**src/hdl/gbq_pkg.sv**
```systemverilog
// Shared types and constants for the gain + biquad IIR block.
// No dependencies; every other file of the block but gbq_checker imports this package.
package gbq_pkg;

  localparam int FIELD_BITS   = 24;  // width of the sample/filtered fields
  localparam int COEF_BITS    = 24;  // width of gain and coefficient registers
  localparam int REG_IDX_BITS = 3;
  localparam int TAP_BITS     = 3;
  localparam int NUM_TAPS     = 5;

  typedef logic signed [FIELD_BITS-1:0] field_t;
  typedef logic signed [COEF_BITS-1:0]  coef_t;
  typedef logic [TAP_BITS-1:0]          tap_t;
  typedef logic [REG_IDX_BITS-1:0]      reg_idx_t;

  // Register map of the configuration port.
  localparam reg_idx_t REG_GAIN   = 3'd0;
  localparam reg_idx_t REG_ENABLE = 3'd1;
  localparam reg_idx_t REG_B0     = 3'd2;
  localparam reg_idx_t REG_B1     = 3'd3;
  localparam reg_idx_t REG_B2     = 3'd4;
  localparam reg_idx_t REG_A1     = 3'd5;
  localparam reg_idx_t REG_A2     = 3'd6;

  // Filter taps in the order the sequencer walks them.
  localparam tap_t TAP_B0 = 3'd0;
  localparam tap_t TAP_B1 = 3'd1;
  localparam tap_t TAP_B2 = 3'd2;
  localparam tap_t TAP_A1 = 3'd3;
  localparam tap_t TAP_A2 = 3'd4;

  // Control of the shared multiply-accumulate unit.
  typedef struct packed {
    logic issue;  // start a multiply this cycle
    logic first;  // product replaces the accumulator
    logic sub;    // product is subtracted
  } mac_ctrl_t;

  // Sequencer outputs towards the datapath.
  typedef struct packed {
    logic      in_ready;
    logic      sel_gain;     // operands are gain and input sample
    tap_t      tap;
    logic      load_gained;  // gained sample sits in the product register
    logic      finish;       // result moves into the output register
    mac_ctrl_t mac;
  } seq_ctrl_t;

endpackage

```
**src/hdl/gbq_stream_if.sv**
```systemverilog
// Valid/ready stream interfaces for the sample input and the filtered output.
// Depends on gbq_pkg for the field type.
interface gbq_sample_if;
  import gbq_pkg::*;
  logic   valid;
  logic   ready;
  field_t sample;
  modport source (output valid, output sample, input ready);
  modport sink   (input valid, input sample, output ready);
endinterface

interface gbq_filtered_if;
  import gbq_pkg::*;
  logic   valid;
  logic   ready;
  field_t filtered;
  modport source (output valid, output filtered, input ready);
  modport sink   (input valid, input filtered, output ready);
endinterface

```
**src/hdl/gbq_mac.sv**
```systemverilog
// Shared multiply-accumulate unit: one registered multiplier and a wrapping accumulator.
// Depends on gbq_pkg for the control struct.
module gbq_mac #(
  parameter int B_BITS   = 24,
  parameter int ACC_BITS = 48
) (
  input  logic                           clk,
  input  logic                           rst,
  input  gbq_pkg::mac_ctrl_t             ctrl,
  input  gbq_pkg::coef_t                 op_a,
  input  logic signed [B_BITS-1:0]       op_b,
  output logic signed [gbq_pkg::COEF_BITS+B_BITS-1:0] prod,
  output logic signed [ACC_BITS-1:0]     acc
);
  import gbq_pkg::*;

  localparam int PROD_BITS = COEF_BITS + B_BITS;

  mac_ctrl_t                  ctrl_q;
  logic signed [ACC_BITS-1:0] term;
  logic signed [ACC_BITS-1:0] base;

  // The product wraps into the accumulator width, like the sum itself.
  assign term = ACC_BITS'(prod);
  assign base = ctrl_q.first ? '0 : acc;

  always_ff @(posedge clk) begin
    if (rst) begin
      ctrl_q <= '0;
    end else begin
      ctrl_q <= ctrl;
    end
    if (ctrl.issue) begin
      prod <= PROD_BITS'(op_a) * PROD_BITS'(op_b);
    end
    if (ctrl_q.issue) begin
      acc <= ctrl_q.sub ? base - term : base + term;
    end
  end

endmodule

```
**src/hdl/gbq_seq.sv**
```systemverilog
// Sequencer of the gain + biquad block: steps the shared MAC through gain and five taps.
// Depends on gbq_pkg for the tap codes and the control structs.
module gbq_seq (
  input  logic               clk,
  input  logic               rst,
  input  logic               in_fire,
  input  logic               filter_enable,
  input  logic               out_free,
  output gbq_pkg::seq_ctrl_t ctrl
);
  import gbq_pkg::*;

  typedef enum logic [5:0] {
    S_IDLE  = 6'b000001,
    S_GAIN  = 6'b000010,
    S_GWAIT = 6'b000100,
    S_MAC   = 6'b001000,
    S_DRAIN = 6'b010000,
    S_DONE  = 6'b100000
  } state_t;

  state_t state, state_next;
  tap_t   tap, tap_next;

  always_comb begin
    state_next = state;
    tap_next   = tap;
    ctrl       = '0;
    ctrl.tap   = tap;
    case (state)
      S_IDLE: begin
        ctrl.in_ready = 1'b1;
        if (in_fire) state_next = S_GAIN;
      end
      S_GAIN: begin
        ctrl.sel_gain  = 1'b1;
        ctrl.mac.issue = 1'b1;
        ctrl.mac.first = 1'b1;
        state_next     = S_GWAIT;
      end
      S_GWAIT: begin
        ctrl.load_gained = 1'b1;
        tap_next         = TAP_B0;
        state_next       = filter_enable ? S_MAC : S_DONE;
      end
      S_MAC: begin
        ctrl.mac.issue = 1'b1;
        ctrl.mac.first = (tap == TAP_B0);
        ctrl.mac.sub   = (tap == TAP_A1) || (tap == TAP_A2);
        tap_next       = tap + tap_t'(1);
        if (tap == TAP_BITS'(NUM_TAPS - 1)) state_next = S_DRAIN;
      end
      S_DRAIN: begin
        state_next = S_DONE;
      end
      S_DONE: begin
        ctrl.finish = out_free;
        if (out_free) state_next = S_IDLE;
      end
      default: begin
        state_next = S_IDLE;
      end
    endcase
  end

  always_ff @(posedge clk) begin
    if (rst) begin
      state <= S_IDLE;
      tap   <= TAP_B0;
    end else begin
      state <= state_next;
      tap   <= tap_next;
    end
  end

endmodule

```
**src/hdl/gain_biquad_iir.sv**
```systemverilog
// Top level of the gain + direct-form-I biquad block: config registers, delay line, output.
// Depends on gbq_pkg, gbq_stream_if, gbq_mac and gbq_seq.
//
//   port      | dir | handshake      | payload
//   ----------+-----+----------------+---------------------------
//   samples   | in  | valid / ready  | sample   (24 b, signed)
//   results   | out | valid / ready  | filtered (24 b, signed)
//   cfg_*     | in  | cfg_we only    | cfg_index, cfg_data (24 b)
//
// A request runs through the single shared multiplier: one gain product, then five tap
// products when the filter is enabled.
// samples.ready is high only while the sequencer is idle; a finished result waits
// in the output register while the next request is taken in.
// Reset (rst, synchronous) clears control, delay line and registers (gain to 1).
// A stalled output holds the sequencer in its last state until the register frees.
module gain_biquad_iir #(
  parameter int SAMPLE_BITS = 24
) (
  input  logic                                clk,
  input  logic                                rst,
  input  logic                                cfg_we,
  input  logic [gbq_pkg::REG_IDX_BITS-1:0]    cfg_index,
  input  logic [gbq_pkg::COEF_BITS-1:0]       cfg_data,
  gbq_sample_if.sink                          samples,
  gbq_filtered_if.source                      results
);
  import gbq_pkg::*;

  localparam int B_BITS    = (SAMPLE_BITS > FIELD_BITS) ? SAMPLE_BITS : FIELD_BITS;
  localparam int ACC_BITS  = 2 * SAMPLE_BITS;
  localparam int PROD_BITS = COEF_BITS + B_BITS;

  typedef logic signed [SAMPLE_BITS-1:0] state_word_t;

  coef_t       gain, coef_b0, coef_b1, coef_b2, coef_a1, coef_a2;
  logic        filter_enable;
  field_t      sample_q;
  state_word_t gained, x1, x2, y1, y2;
  state_word_t result;
  logic        out_valid;
  field_t      filtered_q;

  seq_ctrl_t                    ctrl;
  coef_t                        op_a;
  logic signed [B_BITS-1:0]     op_b;
  logic signed [PROD_BITS-1:0]  prod;
  logic signed [ACC_BITS-1:0]   acc;
  logic                         in_fire;
  logic                         out_free;

  assign in_fire  = samples.valid && ctrl.in_ready;
  assign out_free = !out_valid || results.ready;

  assign samples.ready    = ctrl.in_ready;
  assign results.valid    = out_valid;
  assign results.filtered = filtered_q;

  gbq_seq u_seq (
    .clk           (clk),
    .rst           (rst),
    .in_fire       (in_fire),
    .filter_enable (filter_enable),
    .out_free      (out_free),
    .ctrl          (ctrl)
  );

  // Operand selection for the shared multiplier.
  always_comb begin
    op_a = coef_b0;
    op_b = B_BITS'(gained);
    if (ctrl.sel_gain) begin
      op_a = gain;
      op_b = B_BITS'(sample_q);
    end else begin
      case (ctrl.tap)
        TAP_B0: begin
          op_a = coef_b0;
          op_b = B_BITS'(gained);
        end
        TAP_B1: begin
          op_a = coef_b1;
          op_b = B_BITS'(x1);
        end
        TAP_B2: begin
          op_a = coef_b2;
          op_b = B_BITS'(x2);
        end
        TAP_A1: begin
          op_a = coef_a1;
          op_b = B_BITS'(y1);
        end
        TAP_A2: begin
          op_a = coef_a2;
          op_b = B_BITS'(y2);
        end
        default: begin
          op_a = coef_b0;
          op_b = B_BITS'(gained);
        end
      endcase
    end
  end

  gbq_mac #(
    .B_BITS   (B_BITS),
    .ACC_BITS (ACC_BITS)
  ) u_mac (
    .clk  (clk),
    .rst  (rst),
    .ctrl (ctrl.mac),
    .op_a (op_a),
    .op_b (op_b),
    .prod (prod),
    .acc  (acc)
  );

  // Q(SAMPLE_BITS-1) scaling: arithmetic shift, then keep SAMPLE_BITS bits.
  assign result = filter_enable ? state_word_t'(acc[ACC_BITS-2 -: SAMPLE_BITS]) : gained;

  always_ff @(posedge clk) begin
    if (rst) begin
      gain          <= coef_t'(1);
      filter_enable <= 1'b0;
      coef_b0       <= '0;
      coef_b1       <= '0;
      coef_b2       <= '0;
      coef_a1       <= '0;
      coef_a2       <= '0;
    end else if (cfg_we) begin
      case (cfg_index)
        REG_GAIN:   gain          <= cfg_data;
        REG_ENABLE: filter_enable <= cfg_data[0];
        REG_B0:     coef_b0       <= cfg_data;
        REG_B1:     coef_b1       <= cfg_data;
        REG_B2:     coef_b2       <= cfg_data;
        REG_A1:     coef_a1       <= cfg_data;
        REG_A2:     coef_a2       <= cfg_data;
        default:    ;
      endcase
    end
  end

  always_ff @(posedge clk) begin
    if (rst) begin
      x1        <= '0;
      x2        <= '0;
      y1        <= '0;
      y2        <= '0;
      out_valid <= 1'b0;
    end else begin
      if (ctrl.finish) begin
        out_valid <= 1'b1;
        if (filter_enable) begin
          x2 <= x1;
          x1 <= gained;
          y2 <= y1;
          y1 <= result;
        end
      end else if (results.ready) begin
        out_valid <= 1'b0;
      end
    end
    if (in_fire) sample_q <= samples.sample;
    if (ctrl.load_gained) gained <= state_word_t'(prod);
    if (ctrl.finish) filtered_q <= FIELD_BITS'(result);
  end

endmodule

```
**src/flat_wrapper.sv**
```systemverilog
// flat-port wrapper written by rule: the top's interface ports become plain ports
module gain_biquad_iir_flat import gbq_pkg::*;
#(
  parameter int SAMPLE_BITS = 24
)
  (clk, rst, cfg_we, cfg_index, cfg_data, samples_valid, samples_sample, samples_ready, results_valid, results_filtered, results_ready);
  gbq_sample_if samples_i ();
  gbq_filtered_if results_i ();
  input  logic clk;
  input  logic rst;
  input  logic cfg_we;
  input  logic [gbq_pkg::REG_IDX_BITS-1:0] cfg_index;
  input  logic [gbq_pkg::COEF_BITS-1:0] cfg_data;
  input wire logic [$bits(samples_i.valid)-1:0] samples_valid;
  input wire logic [$bits(samples_i.sample)-1:0] samples_sample;
  output wire logic [$bits(samples_i.ready)-1:0] samples_ready;
  output wire logic [$bits(results_i.valid)-1:0] results_valid;
  output wire logic [$bits(results_i.filtered)-1:0] results_filtered;
  input wire logic [$bits(results_i.ready)-1:0] results_ready;
  assign samples_i.valid = samples_valid;
  assign samples_i.sample = samples_sample;
  assign samples_ready = samples_i.ready;
  assign results_valid = results_i.valid;
  assign results_filtered = results_i.filtered;
  assign results_i.ready = results_ready;
  gain_biquad_iir #(.SAMPLE_BITS(SAMPLE_BITS)) u_core (.clk(clk), .rst(rst), .cfg_we(cfg_we), .cfg_index(cfg_index), .cfg_data(cfg_data), .samples(samples_i), .results(results_i));
endmodule
```
**config.mk**
```make
export PLATFORM = sky130hd
export DESIGN_NAME = gain_biquad_iir_flat
export DESIGN_NICKNAME = d
export VERILOG_FILES = /design/src/hdl/gbq_pkg.sv /design/src/hdl/gbq_stream_if.sv /design/src/hdl/gbq_mac.sv /design/src/hdl/gbq_seq.sv /design/src/hdl/gain_biquad_iir.sv /design/src/flat_wrapper.sv
export SDC_FILE = /design/constraint.sdc
export NUM_CORES = 2
export LEC_CHECK = 0
export ABC_AREA = 1
export BUFFER_PORTS_ARGS = -buffer_cell sky130_fd_sc_hd__buf_2
export CORE_MARGIN = 5
export CORE_UTILIZATION = 23
export CTS_BUF_LIST = sky130_fd_sc_hd__clkbuf_8 sky130_fd_sc_hd__clkbuf_16
export DETAILED_ROUTE_END_ITERATION = 6
export GPL_TIMING_DRIVEN = 0
export HOLD_SLACK_MARGIN = 0.12
export SYNTH_ARGS = -nofsm -noshare
export SYNTH_HDL_FRONTEND = slang
export SYNTH_HIERARCHICAL = 1
export SYNTH_SLANG_ARGS = --single-unit
```
**constraint.sdc**
```tcl
create_clock -name clk -period 20.3 [get_ports clk]
set_input_delay 1.015 -clock clk [delete_from_list [all_inputs] [get_ports clk]]
set_output_delay 1.015 -clock clk [all_outputs]
set_load 0.01 [all_outputs]
```
==> impl_results.rst <==
.. list-table::
   :header-rows: 1

   * - Metric
     - Value
   * - Result of the run
     - complete, but fails checks
   * - Violations in the final reports
     - DRC
   * - Fmax
     - 97.2 MHz
   * - TritonCTS sink count
     - 420
   * - Detailed Place HPWL
     - 146000 um
   * - Average detailed-routed wire length per instance
     - 19.5 um
   * - Number of optimization iterations in the first detailed-route pass
     - 7
   * - Pin count of the biggest net entering global routing
     - 28
   * - Hold slack final
     - about 0.45 ns
   * - Worst-case headroom to the max-slew limit
     - between 20% and 30%
   * - Share of post-route cells with drive strength above 1
     - 4.36%
   * - Yosys warning count
     - 6
   * - Leading cell type in the layout, fill and taps excluded
     - sky130_fd_sc_hd__nand2_1
   * - Worst Path Max Fanout
     - 10
   * - Crit-path most repeated cell
     - sky130_fd_sc_hd__fa_1
   * - Synth Area per Inst
     - 7.33 um^2
   * - Initial standard-cell utilization of the core
     - 23.1%
   * - Maximum clock skew at final layout
     - ~0.023 ns
   * - Clock transition at the register clock pins on the worst setup and hold paths after CTS
     - 0.06 ns
   * - Hold-fix buffers, CTS
     - 0
   * - Antenna violations before repair
     - 19
   * - Static leakage
     - 26.3 nW
   * - Buffer count from post-CTS setup fixing
     - 0
   * - Vias in the first global route
     - 39900
   * - Share of the cycle needed by the critical path after routing
     - between 50% and 60%
   * - Unrepaired setup endpoints after global routing
     - no
   * - Sum of negative setup slack
     - 0 ns
   * - Hold_sp
     - u_core/coef_b1[19]$_SDFFE_PP0P_
   * - Max H-tree Level
     - 2
   * - Slew Limit Fails
     - 0
   * - Number of buffers created by CTS
     - 46
   * - Placer congestion estimate
     - 0.968
   * - Post-Layout Inst Area
     - 0.0509 mm^2
   * - Cell area after synthesis
     - 0.0456 mm^2
   * - Transition at the pin with the smallest max-transition slack
     - between 1 and 1.5 ns
   * - Delay of the slowest cell on the worst path
     - 0.98 ns
   * - Detailed router's first-iteration violation count
     - 3593
   * - Number of nets still failing antenna checks after routing
     - 0
   * - Maximum VDD drop
     - 0.0872 mV
   * - Worst-case clock buffer depth
     - 3
   * - Final setup vio count
     - 0
   * - Data arrival, critical path
     - around 11 ns
   * - WP data required
     - 20.65 ns
   * - Clock tree from TritonCTS
     - yes
   * - Chip Width
     - 455 um
   * - CP max stage cell
     - sky130_fd_sc_hd__fa_1
   * - Startpoint-to-endpoint class of the critical path
     - flop to flop
   * - Worst-Skew Late Latency
     - about 0.62 ns
   * - Number of nets in the final layout
     - 7192
   * - Input/output buffers
     - 81
   * - Final hold violations
     - 0
   * - Via count of the routed design
     - 40300
   * - Crit path capture type
     - flop
   * - Final routed DRC violation total
     - 20
   * - Minimum clock period
     - about 10 ns
   * - Resized cells post-CTS
     - 0
   * - Wire length of the first global-routing pass
     - 257000 um
   * - Via density per instance
     - approximately 4.5
   * - Area growth, synth to finish
     - 11.8%
   * - Commonest non-fill, non-tap cells in the layout
     - sky130_fd_sc_hd__nand2_1, sky130_fd_sc_hd__inv_1, sky130_fd_sc_hd__nor2_1
   * - GRT Total Usage
     - 16.6%
   * - Gate Count Post-Synth
     - roughly 6200
   * - Die height
     - 455 um
   * - Site Rows
     - 163
   * - Clock root cell
     - sky130_fd_sc_hd__clkbuf_16
   * - Overall overflow remaining after global route
     - 0
   * - Total power per unit cell area
     - approximately 99 mW/mm^2
   * - Total length of routed wires
     - 175000 um
   * - Source of the worst register-to-register timing path
     - u_core/u_seq/state[5]$_SDFFE_PP0P_
   * - Number of top-level pins
     - 82
   * - Power after layout
     - 0.00506 W
   * - Die ar.
     - 0.207 mm^2
   * - Placed cell areas
     - 0.0493 mm^2
   * - Max-cap violation count
     - 0
   * - Worst hold-check path type
     - flop to flop
   * - Category of the worst setup path launch point
     - flop
   * - Core Footprint
     - 0.197 mm^2
   * - Critical path origin
     - u_core/u_seq/state[5]$_SDFFE_PP0P_
   * - Total nets after synthesis
     - 7060
## critical path, delay by kind of cell (launching register included)
kind,cells,cell delay (ns)
buffers and inverters,8,2.49
AO/OA/AOI/OAI,2,0.53
AND/OR/NAND/NOR,10,1.80
flip-flops,1,0.34
adder cells (fa/ha/maj),8,4.80
## routing by layer
| metal | vias to the layer above | global-route usage, % | routed length (um) |
|---|---|---|---|
| li1 | 18700 | - | - |
| met1 | 19600 | 22.0 | 73200 |
| met2 | 1684 | 26.7 | 79600 |
| met3 | 341 | 2.60 | 13600 |
| met4 | 4 | 7.57 | 9050 |
| met5 | - | 0 | 26 |
## final timing paths
kind	slack, ns	to	cells past startpoint
worst min-delay path	0.45	u_core/coef_b1[19]$_SDFFE_PP0P_	2
worst max register to register	10.01	u_core/u_mac/prod[38]$_DFFE_PP_	28
worst min register to register	0.45	u_core/coef_b1[19]$_SDFFE_PP0P_	2
worst max-delay path	10.01	u_core/u_mac/prod[38]$_DFFE_PP_	28
## metrics by stage
stage	std cells	setup slack, ns	utilization [%]
after floorplan	6212	12.67	-
after global placement	8933	10.16	25.0
after detailed placement	8936	10.12	25.0
after CTS	9017	10.05	25.8
after global routing	9020	9.64	25.8
final	9021	10.01	25.8
## cell type report
cell class,instances,area (um^2)
Antenna cell,4,10.0
Buffer,245,1020
Tap cell,2640,3300
Clock buffer,50,1210
Sequential cell,420,10100
Clock inverter,31,369
Fill cell,21600,146000
Timing Repair Buffer,84,460
Inverter,1460,5480
Multi-Input combinational cell,4087,29000
## report_power, final
group / total [W] / switching [W] / internal, W
combinational: 0.00308 / 0.00209 / 0.000991
clock: 0.000895 / 0.000376 / 0.000520
sequential: 0.00108 / 0.0000590 / 0.00102
total: 0.00506 / 0.00253 / 0.00253
## state kept, by name, indices dropped and copies added, names as in the netlist, 3 cells and up
| signal | cells |
|---|---|
| u_core/sample_q | 24 |
| u_core/u_mac/ctrl_q | 3 |
| u_core/coef_b1 | 24 |
| u_core/gain | 24 |
| u_core/coef_a2 | 24 |
| u_core/u_mac/prod | 47 |
| u_core/results.filtered | 24 |
| u_core/u_mac/acc | 47 |
| u_core/coef_b0 | 24 |
| u_core/y2 | 24 |
| u_core/u_seq/tap | 3 |
| u_core/gained | 24 |
| u_core/x2 | 24 |
| u_core/coef_a1 | 24 |
| u_core/x1 | 24 |
| u_core/coef_b2 | 24 |
| u_core/y1 | 24 |
| u_core/u_seq/state | 6 |
No activity file was read; power rests on OpenSTA's default activity.
